[config.mk]
export PLATFORM = sky130hd
export DESIGN_NAME = echo_distance_median_filter_unit_flat
export DESIGN_NICKNAME = d
export VERILOG_FILES = /design/src/design/edmf_pkg.sv /design/src/design/edmf_in_if.sv /design/src/design/edmf_out_if.sv /design/src/design/edmf_cell.sv /design/src/design/echo_distance_median_filter_unit.sv /design/src/flat_wrapper.sv
export SDC_FILE = /design/constraint.sdc
export NUM_CORES = 1
export LEC_CHECK = 0
export BUFFER_PORTS_ARGS = -buffer_cell sky130_fd_sc_hd__buf_2
export CORE_AREA = 2 2 190 192
export DETAILED_ROUTE_END_ITERATION = 10
export DIE_AREA = 0 0 192 194
export GPL_ROUTABILITY_DRIVEN = 1
export PLACE_DENSITY = 0.86
export SYNTH_ARGS = -nofsm -noshare
export SYNTH_HDL_FRONTEND = slang
export SYNTH_HIERARCHICAL = 1
export SYNTH_SLANG_ARGS = --single-unit
[constraint.sdc]
create_clock -name i_clk -period 6.1 [get_ports i_clk]
set_clock_uncertainty 0.15 [all_clocks]
set_input_delay 0.305 -clock i_clk [delete_from_list [all_inputs] [get_ports i_clk]]
set_output_delay 0.305 -clock i_clk [all_outputs]
set_load 0.05 [all_outputs]
[src/design/edmf_pkg.sv]
// ============================================================================
// edmf_pkg - shared definitions of the echo distance median filter
// Widths, conversion scales, register indexes and the link between cells.
// ============================================================================
package edmf_pkg;

    localparam int DIST_W      = 19;
    localparam int TIME_W      = 16;
    localparam int SCALE_W     = 13;
    localparam int SCALE_SHIFT = 10;
    localparam int AGE_W       = 5;   // holds any age of a window up to 32 readings
    localparam int WINDOW_DEF  = 5;
    localparam int CFG_IDX_W   = 1;

    localparam logic [SCALE_W-1:0] CM_SCALE   = 13'd4496;
    localparam logic [SCALE_W-1:0] INCH_SCALE = 13'd1769;

    // configuration register indexes
    localparam logic [CFG_IDX_W-1:0] CFG_UNIT_SELECT    = 1'b0;
    localparam logic [CFG_IDX_W-1:0] CFG_NEAR_THRESHOLD = 1'b1;

    // what one cell shows its neighbors
    typedef struct packed {
        logic [DIST_W-1:0] value;   // stored reading
        logic [AGE_W-1:0]  age;     // items since this reading was written
        logic              le;      // reading <= incoming distance
        logic              ge_k;    // this cell or one to its left holds the oldest
    } t_link;

endpackage

[src/design/edmf_in_if.sv]
// ============================================================================
// edmf_in_if - input channel of the echo distance median filter
// Valid/ready channel carrying one echo time per transfer.
// ============================================================================
interface edmf_in_if
    import edmf_pkg::*;
();
    logic              valid;
    logic              ready;
    logic [TIME_W-1:0] echo_time;

    modport source (output valid, output echo_time, input ready);
    modport sink   (input valid, input echo_time, output ready);
endinterface

[src/design/edmf_out_if.sv]
// ============================================================================
// edmf_out_if - result channel of the echo distance median filter
// Valid/ready channel carrying one filtered result per transfer.
// ============================================================================
interface edmf_out_if
    import edmf_pkg::*;
();
    logic              valid;
    logic              ready;
    logic [DIST_W-1:0] smoothed_distance;
    logic [DIST_W-1:0] current_distance;
    logic              object_near;

    modport source (output valid, output smoothed_distance, output current_distance,
                    output object_near, input ready);
    modport sink   (input valid, input smoothed_distance, input current_distance,
                    input object_near, output ready);
endinterface

[src/design/edmf_cell.sv]
// ============================================================================
// edmf_cell - one slot of the sorted reading chain
// Drops the oldest reading and inserts the new one while keeping sort order.
// ============================================================================
module edmf_cell
    import edmf_pkg::*;
#(
    parameter int WINDOW = WINDOW_DEF,
    parameter int INDEX  = 0
) (
    input  logic              i_clk,
    input  logic              i_rst_n,
    input  logic              i_insert,
    input  logic [DIST_W-1:0] i_x,
    input  t_link             i_left,
    input  t_link             i_right,
    output t_link             o_link
);

    logic [DIST_W-1:0] r_value, n_value;
    logic [AGE_W-1:0]  r_age, n_age;

    logic              w_le;
    logic              w_ge_k;
    logic [DIST_W-1:0] w_own_v, w_prev_v;
    logic [AGE_W-1:0]  w_own_age, w_prev_age;
    logic              w_own_le, w_prev_le;

    assign w_le   = (r_value <= i_x);
    assign w_ge_k = i_left.ge_k | (r_age == AGE_W'(WINDOW - 1));

    // this slot and the one to the left, with the oldest reading squeezed out
    assign w_own_v    = w_ge_k ? i_right.value : r_value;
    assign w_own_age  = w_ge_k ? i_right.age   : r_age;
    assign w_own_le   = w_ge_k ? i_right.le    : w_le;
    assign w_prev_v   = i_left.ge_k ? r_value : i_left.value;
    assign w_prev_age = i_left.ge_k ? r_age   : i_left.age;
    assign w_prev_le  = i_left.ge_k ? w_le    : i_left.le;

    always_comb begin
        priority if (w_own_le) begin
            n_value = w_own_v;
            n_age   = w_own_age + AGE_W'(1);
        end else if (w_prev_le) begin
            n_value = i_x;
            n_age   = '0;
        end else begin
            n_value = w_prev_v;
            n_age   = w_prev_age + AGE_W'(1);
        end
    end

    always_ff @(posedge i_clk) begin
        if (!i_rst_n) begin
            r_value <= '0;
            r_age   <= AGE_W'(INDEX);
        end else if (i_insert) begin
            r_value <= n_value;
            r_age   <= n_age;
        end
    end

    assign o_link.value = r_value;
    assign o_link.age   = r_age;
    assign o_link.le    = w_le;
    assign o_link.ge_k  = w_ge_k;

endmodule

[src/design/echo_distance_median_filter_unit.sv]
// ============================================================================
// echo_distance_median_filter_unit - echo time to filtered distance
// Converts echo times to distance and returns the median of the last readings.
// ============================================================================
// Each accepted echo time (microseconds) is scaled to 1/256 of a centimetre
// ((t*4496)>>10) or of an inch ((t*1769)>>10), chosen by unit_select, and
// replaces the oldest of WINDOW readings. The readings live in a chain of
// WINDOW cells kept in ascending order; every cell carries the age of its
// reading, so one insert step drops the oldest and slots the new one in
// place. The result holds the median (middle cell, or the truncated mean of
// the two middle cells for an even window), the unfiltered distance, and a
// near flag (distance <= near_threshold). Readings start as zero after reset
// and count toward the median until overwritten. From transfer to result an
// item passes in order through the time register, the scale multiplier, the
// insert step through the cell chain and the output register, whose load
// waits while an untaken result is held. Input ready is high only while no
// item is in work; a finished result waits in the output register while the
// next item enters. Configuration writes take effect for items accepted after
// them; stored readings keep the unit they were converted in.
module echo_distance_median_filter_unit
    import edmf_pkg::*;
#(
    parameter int WINDOW = WINDOW_DEF
) (
    input  logic                 i_clk,
    input  logic                 i_rst_n,
    input  logic                 i_cfg_we,
    input  logic [CFG_IDX_W-1:0] i_cfg_index,
    input  logic [DIST_W-1:0]    i_cfg_data,
    edmf_in_if.sink              i_in,
    edmf_out_if.source           o_out
);

    // sequencer, one-hot
    typedef enum logic [3:0] {
        S_IDLE   = 4'b0001,
        S_CONV   = 4'b0010,
        S_INSERT = 4'b0100,
        S_DONE   = 4'b1000
    } t_state;

    t_state r_state, n_state;

    // configuration registers
    logic              r_unit_select;
    logic [DIST_W-1:0] r_near_threshold;

    // item in work
    logic [TIME_W-1:0] r_time;
    logic [DIST_W-1:0] r_dist;

    // output register
    logic              r_out_valid, n_out_valid;
    logic [DIST_W-1:0] r_smooth;
    logic [DIST_W-1:0] r_cur;
    logic              r_near;

    logic                      w_in_xfer;
    logic                      w_load;
    logic [SCALE_W-1:0]        w_scale;
    logic [TIME_W+SCALE_W-1:0] w_product;
    logic [DIST_W-1:0]         w_median;

    // cell chain; links[0] and links[WINDOW+1] are the tie-offs at both ends
    t_link             w_link [WINDOW+2];
    logic [WINDOW-1:0] w_old;
    logic [WINDOW-1:0] w_sorted;

    assign i_in.ready = (r_state == S_IDLE);
    assign w_in_xfer  = i_in.valid && i_in.ready;
    assign w_load     = (r_state == S_DONE) && (!r_out_valid || o_out.ready);

    // --- configuration -----------------------------------------------------
    always_ff @(posedge i_clk) begin
        if (!i_rst_n) begin
            r_unit_select    <= 1'b0;
            r_near_threshold <= '0;
        end else if (i_cfg_we) begin
            unique case (i_cfg_index)
                CFG_UNIT_SELECT:    r_unit_select    <= i_cfg_data[0];
                CFG_NEAR_THRESHOLD: r_near_threshold <= i_cfg_data;
                default: ;
            endcase
        end
    end

    // --- sequencer ---------------------------------------------------------
    always_comb begin
        n_state = r_state;
        unique case (r_state)
            S_IDLE:   if (w_in_xfer) n_state = S_CONV;
            S_CONV:   n_state = S_INSERT;
            S_INSERT: n_state = S_DONE;
            S_DONE:   if (w_load) n_state = S_IDLE;
            default:  n_state = S_IDLE;
        endcase
    end

    always_ff @(posedge i_clk) begin
        if (!i_rst_n) begin
            r_state <= S_IDLE;
        end else begin
            r_state <= n_state;
        end
    end

    // --- conversion --------------------------------------------------------
    assign w_scale   = r_unit_select ? INCH_SCALE : CM_SCALE;
    assign w_product = {{SCALE_W{1'b0}}, r_time} * {{TIME_W{1'b0}}, w_scale};

    always_ff @(posedge i_clk) begin
        if (w_in_xfer) begin
            r_time <= i_in.echo_time;
        end
        if (r_state == S_CONV) begin
            // drop the ten fraction bits of the scale
            r_dist <= w_product[SCALE_SHIFT +: DIST_W];
        end
    end

    // --- sorted cell chain -------------------------------------------------
    // left end: nothing older to the left, and an empty slot counts as low
    assign w_link[0].value = '0;
    assign w_link[0].age   = '0;
    assign w_link[0].le    = 1'b1;
    assign w_link[0].ge_k  = 1'b0;
    // right end: no reading past the last cell
    assign w_link[WINDOW+1].value = '0;
    assign w_link[WINDOW+1].age   = '0;
    assign w_link[WINDOW+1].le    = 1'b0;
    assign w_link[WINDOW+1].ge_k  = 1'b1;

    for (genvar g = 0; g < WINDOW; g++) begin : g_cell
        edmf_cell #(
            .WINDOW (WINDOW),
            .INDEX  (g)
        ) u_cell (
            .i_clk    (i_clk),
            .i_rst_n  (i_rst_n),
            .i_insert (r_state == S_INSERT),
            .i_x      (r_dist),
            .i_left   (w_link[g]),
            .i_right  (w_link[g+2]),
            .o_link   (w_link[g+1])
        );
        assign w_old[g]    = (w_link[g+1].age == AGE_W'(WINDOW - 1));
        assign w_sorted[g] = (w_link[g].value <= w_link[g+1].value);
    end

    // --- median ------------------------------------------------------------
    if ((WINDOW % 2) == 0) begin : g_even
        logic [DIST_W:0] w_sum;
        assign w_sum    = {1'b0, w_link[WINDOW/2].value} + {1'b0, w_link[WINDOW/2+1].value};
        assign w_median = w_sum[DIST_W:1];
    end else begin : g_odd
        assign w_median = w_link[WINDOW/2+1].value;
    end

    // --- output register ---------------------------------------------------
    always_comb begin
        n_out_valid = r_out_valid;
        priority if (w_load) begin
            n_out_valid = 1'b1;
        end else if (o_out.ready) begin
            n_out_valid = 1'b0;
        end
    end

    always_ff @(posedge i_clk) begin
        if (!i_rst_n) begin
            r_out_valid <= 1'b0;
        end else begin
            r_out_valid <= n_out_valid;
        end
    end

    always_ff @(posedge i_clk) begin
        if (w_load) begin
            r_smooth <= w_median;
            r_cur    <= r_dist;
            r_near   <= (r_dist <= r_near_threshold);
        end
    end

    assign o_out.valid             = r_out_valid;
    assign o_out.smoothed_distance = r_smooth;
    assign o_out.current_distance  = r_cur;
    assign o_out.object_near       = r_near;

    // --- assertions --------------------------------------------------------
    // exactly one cell holds the oldest reading
    a_one_oldest: assert property (@(posedge i_clk) disable iff (!i_rst_n)
        $onehot(w_old))
        else $error("cell ages lost their oldest marker");

    // the chain stays in ascending order
    a_sorted: assert property (@(posedge i_clk) disable iff (!i_rst_n)
        &w_sorted)
        else $error("cell chain out of order");

    // a finished result always lands in the output register
    a_load: assert property (@(posedge i_clk) disable iff (!i_rst_n)
        w_load |=> (r_state == S_IDLE) && r_out_valid)
        else $error("result not loaded");

    // an accepted item leaves idle for conversion
    a_start: assert property (@(posedge i_clk) disable iff (!i_rst_n)
        w_in_xfer |=> (r_state == S_CONV) && !i_in.ready)
        else $error("accepted item not started");

endmodule

[src/flat_wrapper.sv]
// flat-port wrapper written by rule: the top's interface ports become plain ports
module echo_distance_median_filter_unit_flat import edmf_pkg::*;
#(
    parameter int WINDOW = WINDOW_DEF
)
  (i_clk, i_rst_n, i_cfg_we, i_cfg_index, i_cfg_data, i_in_valid, i_in_echo_time, i_in_ready, o_out_valid, o_out_smoothed_distance, o_out_current_distance, o_out_object_near, o_out_ready);
  edmf_in_if i_in_i ();
  edmf_out_if o_out_i ();
  input  logic i_clk;
  input  logic i_rst_n;
  input  logic i_cfg_we;
  input  logic [CFG_IDX_W-1:0] i_cfg_index;
  input  logic [DIST_W-1:0] i_cfg_data;
  input wire logic [$bits(i_in_i.valid)-1:0] i_in_valid;
  input wire logic [$bits(i_in_i.echo_time)-1:0] i_in_echo_time;
  output wire logic [$bits(i_in_i.ready)-1:0] i_in_ready;
  output wire logic [$bits(o_out_i.valid)-1:0] o_out_valid;
  output wire logic [$bits(o_out_i.smoothed_distance)-1:0] o_out_smoothed_distance;
  output wire logic [$bits(o_out_i.current_distance)-1:0] o_out_current_distance;
  output wire logic [$bits(o_out_i.object_near)-1:0] o_out_object_near;
  input wire logic [$bits(o_out_i.ready)-1:0] o_out_ready;
  assign i_in_i.valid = i_in_valid;
  assign i_in_i.echo_time = i_in_echo_time;
  assign i_in_ready = i_in_i.ready;
  assign o_out_valid = o_out_i.valid;
  assign o_out_smoothed_distance = o_out_i.smoothed_distance;
  assign o_out_current_distance = o_out_i.current_distance;
  assign o_out_object_near = o_out_i.object_near;
  assign o_out_i.ready = o_out_ready;
  echo_distance_median_filter_unit #(.WINDOW(WINDOW)) u_core (.i_clk(i_clk), .i_rst_n(i_rst_n), .i_cfg_we(i_cfg_we), .i_cfg_index(i_cfg_index), .i_cfg_data(i_cfg_data), .i_in(i_in_i), .o_out(o_out_i));
endmodule
==> results.md, run 1 <==
* Clock power frac at around 24%
* Yosys warns at 6
* Pwr Density at 274.3 nW/um^2
* Worst relative slew slack at 15.44%
* Worst-margin pin slew at 1.267 ns
* GRT Overall Usage at 36.80%
* Root buf cell: clkbuf_16
* Share of cells above drive strength 1 at 11.15%
* DP HPWL at 48740 um
* Core ar. at 35220 sq um
* Clock transition at path regs at 0.07 ns
* Initial core utilization at between 60% and 70%
* Buffers on Ports at 81
* Post-route setup TNS at 0 ns
* Minimum clock period at 5.607 ns
* Critical setup path kind: flop to flop
* WL per Instance at 21.37 um
* Setup ws final at around 0.5 ns
* CP Capture Type: flop
* 1st-pass router iterations at 7
* Worst hold path cell count at 4
* Setup violators final at 0
* Starting DRT DRC Count at 2292
* Final Hold Viols at 0
* Met1 Track Usage GR at 50.20%
* Post-CTS resize count at 0
* Met2 Use GR at 57.47%
* P_leak at 10.50 nW
* CP cell instances: buf_12 > nand2_1 > fa_1 > inv_1 > fa_1 > fa_1 > fa_1 > inv_1 > fa_1 > inv_1 > ha_1 > nand2_1 > nor2_1 > nand4_1 > o21a_4 > o311ai_4 > xnor2_1
* Worst min-delay path category: input port to flop
* Mean post-synth cell area at 8.467 sq um
* GP Congestion at 0.9572
* Nets@finish at 3084
* Reg power frac at a little over a quarter
* H-tree Lvls at 1
* DRC at 0
* Final wirelength at 69080 um
* Status: finished clean
* Sw Ratio at 41.06%
* FP Rows at 69
* MaxCap Viol Count at 0
* Crit path launch type: flop
* P_int at 3.976 mW
* Hold EP: u_core/r_unit_select$_SDFFE_PN0P_
* Post-Syn Instances at 2671
* RSZ-0062 raised after global routing: false
* Max stage delay cell, worst path: fa_1
* Num CTS Buffers at 27
* Logic pwr share at 48.3%
* Number of antenna violations at the first check in global routing at 2
* P&R area growth vs syn at 8.724%
* Antenna cells at 0
* Die footprint at 37250 sq um
* Critical path arrival at 5.76 ns
* Pin count of the biggest net entering global routing at 88
* CTS tree: yes
* Clk sinks at 219
* Die W at 192 um
* Ratio of final minimum period to clock period at 91.92%
* Vias in the first global route at 20560
* Worst R2R Setup Slack at 0.49 ns
* HP Start: i_cfg_index
* R2R Path End: u_core/r_dist[18]$_DFFE_PP_
* Routed vias at 21550
* Cell Area, Synth at between 20000 and 25000 sq um
* First-pass GRT wire length at between 100000 and 150000 um
* Most frequent CP cell: fa_1
* Crit Reg-Reg Startpoint: u_core/r_unit_select$_SDFFE_PN0P_
* Slew Limit Fails at 0
* Routed vias/inst at 6.667
* Met3 usage at approximately 5.5%
* NetSw at 2.770 mW
* Peak Freq at 178.3 MHz
* Most Crowded Layer GR: met2
* Reg2reg path depth at 17
* CP peak stage delay at 0.57 ns
* DRT antenna net count at 0
* Post-place setup slack at 0.5209 ns
* Ports at 82
* WP data required at 6.25 ns
* Clock Latency Late Sink at approximately 0.56 ns
* Peak supply drop at around 0.00032 V
* Clk buf depth at 3
* Crit path max fanout at 63
* Total grt overflow at 0
* Die height at around 190 um
-- placed cells by master, fill, tap and decap left out, types with 32 or more instances in the layout --
cell type        n
nand2_1        278
inv_1          266
ha_1           212
dfxtp_1        145
a21oi_1        134
nand3_1        123
nor2_1          97
conb_1          91
fa_1            81
buf_2           80
edfxtp_1        74
o21ai_0         66
a31oi_1         64
a211oi_1        58
nor2b_1         56
mux2i_1         50
and2_1          46
nand4_1         45
dlygate4sd3_1   38
buf_4           37
xor2_1          35
a311o_1         34
a21boi_0        32
-- worst max-delay path by stage --
stage | start | end | cells past startpoint
floorplan | u_core/r_unit_select$_SDFFE_PN0P_ | u_core/r_dist[18]$_DFFE_PP_ | 19
global placement | u_core/r_unit_select$_SDFFE_PN0P_ | u_core/r_dist[18]$_DFFE_PP_ | 17
detailed placement | u_core/r_unit_select$_SDFFE_PN0P_ | u_core/r_dist[18]$_DFFE_PP_ | 17
CTS | u_core/r_unit_select$_SDFFE_PN0P_ | u_core/r_dist[18]$_DFFE_PP_ | 17
global route | u_core/r_unit_select$_SDFFE_PN0P_ | u_core/r_dist[10]$_DFFE_PP_ | 20
finish | u_core/r_unit_select$_SDFFE_PN0P_ | u_core/r_dist[18]$_DFFE_PP_ | 17
-- what timing repair did --
item                      in CTS  in global routing
hold buffers                  38                  0
setup buffers                  0                  0
hold endpoints to repair      44                  0
-- worst max-delay path: cells and delay by family (launching register included) --
kind / cells / cell delay, ns
flip-flops: 1 / 0.45
buffers and inverters: 4 / 0.42
adder cells (fa/ha/maj): 6 / 2.98
AO/OA/AOI/OAI: 2 / 0.53
AND/OR/NAND/NOR: 4 / 0.72
XOR/XNOR: 1 / 0.09
-- power groups by stage --
stage | Combinational, mW | Sequential (mW) | Clock, mW
final | 3.26 | 1.84 | 1.64
after detailed placement | 3.17 | 1.86 | 0
after floorplan | 2.51 | 1.81 | 0
after CTS | 3.22 | 1.83 | 1.66
after global routing | 3.73 | 1.84 | 1.72
after global placement | 3.07 | 1.85 | 0
-- state kept, by name, indices dropped and copies added (netlist names) --
| register | cells |
|---|---|
| u_core/r_state | 4 |
| u_core/o_out.smoothed_distance | 19 |
| u_core/o_out.object_near | 1 |
| u_core/o_out.valid | 1 |
| u_core/g_cell.u_cell/r_value | 95 |
| u_core/r_near_threshold | 19 |
| u_core/r_dist | 19 |
| u_core/r_unit_select | 1 |
| u_core/g_cell.u_cell/r_age | 25 |
| u_core/r_time | 16 |
| u_core/o_out.current_distance | 19 |
-- through the flow --
stage               hold slack [ns]  cell area (sq um)  power, mW  std cells  util, %
floorplan                    0.2539              22950      4.316       2760        -
global placement             0.3058              23310      4.924       3144    66.19
detailed placement           0.3107              23310      5.030       3144    66.19
CTS                         0.04901              24590      6.713       3232    69.81
global route                0.06331              24590      7.288       3232    69.81
finish                      0.05567              24590      6.745       3232    69.81
-- per-layer routing --
layer	share of wire, %	wire length, um
met1	40	27850
met2	45	30960
met5	0.028	19
met3	10	6876
met4	4.9	3367
-- final cells by class --
class	count	area (sq um)
clock inverters	17	177.7
multi-input cells	2071	15870
fillers	2752	10630
flip-flops and latches	219	5125
well taps	461	576.8
inverters	274	1028
clock buffers	33	718.2
repair buffers	157	1090
(Power assumes the default switching activity.)
==> inputs of run 2 (changes only) <==
--- a/config.mk
+++ b/config.mk
@@ -6,10 +6,13 @@
 export NUM_CORES = 1
 export LEC_CHECK = 0
 export BUFFER_PORTS_ARGS = -buffer_cell sky130_fd_sc_hd__buf_2
-export CORE_AREA = 2 2 190 192
+export CELL_PAD_IN_SITES_DETAIL_PLACEMENT = 2
+export CELL_PAD_IN_SITES_GLOBAL_PLACEMENT = 2
+export CORE_AREA = 2 2 241 243
 export DETAILED_ROUTE_END_ITERATION = 10
-export DIE_AREA = 0 0 192 194
+export DIE_AREA = 0 0 243 245
 export GPL_ROUTABILITY_DRIVEN = 1
+export MAX_ROUTING_LAYER = met4
 export PLACE_DENSITY = 0.86
 export SYNTH_ARGS = -nofsm -noshare
 export SYNTH_HDL_FRONTEND = slang
==> run 2 against run 1 <==
Combinational power grew 32%. The run now ends with max-capacitance violations, negative setup slack left. Worst hold slack worse by 0.00059 ns. Largest cell class unchanged. Largest power group unchanged. Flip-flop and latch count unchanged. Final cell count increased by 10%. Global-route usage is 2.3 points lower. Clock power rose by 19%.
==> results.md, run 2 (same netlist as run 1, synthesis figures left out) <==
* First-pass GRT wire length at roughly 160000 um
* Max reg flops at 95
* DRT antenna net count at 0
* Worst R2R Setup Slack at -0.02 ns
* Worst-margin pin slew at 1.461 ns
* Slew Limit Fails at 0
* Multi-input gate area at 15900 sq um
* Number of antenna violations at the first check in global routing at 1
* Share of cells above drive strength 1 at 12.29%
* Routed vias at 22880
* Max stage delay cell, worst path: fa_1
* Critical path arrival at about 6.3 ns
* Ratio of final minimum period to clock period at 100.4%
* Setup ws final at -0.02308 ns
* Buffers on Ports at 81
* Cell count after placement at 3468
* Crit path launch type: flop
* Crit path max fanout at 7
* WP data required at 6.32 ns
* P&R area growth vs syn at 11.89%
* Largest registers: u_core/g_cell.u_cell/r_value (95), u_core/g_cell.u_cell/r_age (25)
* MaxCap Viol Count at 1
* Die height at 245 um
* DP HPWL at about 70000 um
* Clock Latency Late Sink at 0.63 ns
* Total grt overflow at 0
* DRC at 0
* Clk sinks at 219
* Worst min-delay path category: input port to flop
* CP top delay family: adder cells
* Root buf cell: clkbuf_16
* Most frequent cells in the layout: nand2_1 (278), inv_1 (266), ha_1 (212)
* Status: complete, but fails checks
* Critical setup path kind: flop to flop
* 1st-pass router iterations at 5
* Worst relative slew slack at approximately 1.7%
* Non-Filler Instances at 3566
* CP peak stage delay at 0.58 ns
* Clock transition at path regs at 0.07 ns
* Routed vias/inst at 6.416
* Core ar. at ~57000 sq um
* Final Hold Viols at 0
* Clk buf depth at 3
* GRT Overall Usage at 34.54%
* Fill count at 6355
* WL per Instance at 29.20 um
* CP Capture Type: flop
* Peak Freq at 163.3 MHz
* Num CTS Buffers at 30
* Register area at 5129 sq um
* Initial core utilization at between 30% and 40%
* Minimum clock period at 6.123 ns
* Peak supply drop at 0.0002776 V
* GP Congestion at slightly above 0.9
* P_leak at 10.69 nW
* Buf+Inv Stages, Crit Path at 3
* Die footprint at approximately 60000 sq um
* Starting DRT DRC Count at 1706
* Most frequent CP cell: fa_1
* CTS tree: yes
* Pin count of the biggest net entering global routing at 88
* Die W at 243 um
* FP Rows at slightly below 90
* Setup violators final at 1
* Final wirelength at 104100 um
* Largest Register: u_core/g_cell.u_cell/r_value
* CP cell instances: nand2_1 > inv_1 > or2_2 > ha_1 > fa_1 > fa_1 > fa_1 > inv_1 > fa_1 > inv_1 > ha_1 > nand2_1 > nor2_1 > nand4_1 > o21a_4 > o311ai_4 > xnor2_1
* Commonest non-fill, non-tap cell in the layout: nand2_1
* Vias in the first global route at 25160
* Failing checks: max-capacitance violations, negative setup slack
* Post-route setup TNS at -0.02308 ns
* H-tree Lvls at 1
* Pwr Density at 319.1 nW/um^2
* Nets@finish at approximately 3100
* Ports at slightly above 80
-- run 2: cell type report --
class                      instances  area share, %
multi-input combinational       2071          62.84
sequential                       219          20.27
timing repair buffer             180          4.944
inverter                         274          4.064
tap                              765          3.782
clock buffer                      37          3.278
clock inverter                    19         0.8109
antenna                            1       0.009889
-- run 2: what timing repair did --
action / 4_1_cts / 5_1_grt
pin swaps: 0 / 0
gates resized for setup: 1 / 7
hold endpoints to repair: 40 / 0
setup endpoints to repair: 9 / 20
hold buffers: 37 / 0
setup buffers: 0 / 4
-- run 2: stage by stage --
stage                     hold WS (ns)  setup WS (ns)  util [%]  cell area, sq um  power, mW
after CTS                     0.008203        0.09327     44.25             25240      7.547
after global placement          0.3068         0.2879     41.78             23830      5.104
final                          0.05508       -0.02308     44.37             25310      8.076
after floorplan                 0.2539         0.5335         -             22950      4.316
after detailed placement        0.3235        -0.1566     41.78             23830      5.511
after global routing           0.05129        -0.1160     44.37             25310      8.361
-- run 2: worst register-to-register path, stage by stage (launching register included) --
cell      delay (ns)
edfxtp_1        0.54
nand2_1         0.17
inv_1           0.14
or2_2           0.34
ha_1            0.31
fa_1            0.50
fa_1            0.55
fa_1            0.55
inv_1           0.07
fa_1            0.58
inv_1           0.11
ha_1            0.40
nand2_1         0.18
nor2_1          0.35
nand4_1         0.25
o21a_4          0.30
o311ai_4        0.27
xnor2_1         0.12
-- run 2: layer usage --
| layer | global-route usage, % | wire length [um] | vias up |
|---|---|---|---|
| met5 | - | 0 | - |
| met2 | 58.83 | 50880 | 903 |
| met4 | 16.20 | 5656 | 0 |
| li1 | - | - | 9868 |
| met1 | 40.50 | 41910 | 11760 |
| met3 | 4.483 | 5672 | 349 |
-- run 2: worst paths after layout --
check	start	end	cells after the start
max	u_core/r_time[10]$_DFFE_PP_	u_core/r_dist[18]$_DFFE_PP_	17
min	i_cfg_index	u_core/r_unit_select$_SDFFE_PN0P_	4
max reg2reg	u_core/r_time[10]$_DFFE_PP_	u_core/r_dist[18]$_DFFE_PP_	17
min reg2reg	u_core/r_near_threshold[9]$_SDFFE_PN0P_	u_core/r_near_threshold[9]$_SDFFE_PN0P_	2
-- run 2: report_power, final --
part / leakage, nW / switching (mW) / internal [mW]
clock network: 0.510 / 0.824 / 1.13
logic: 8.29 / 2.84 / 1.46
registers: 1.89 / 0.124 / 1.69
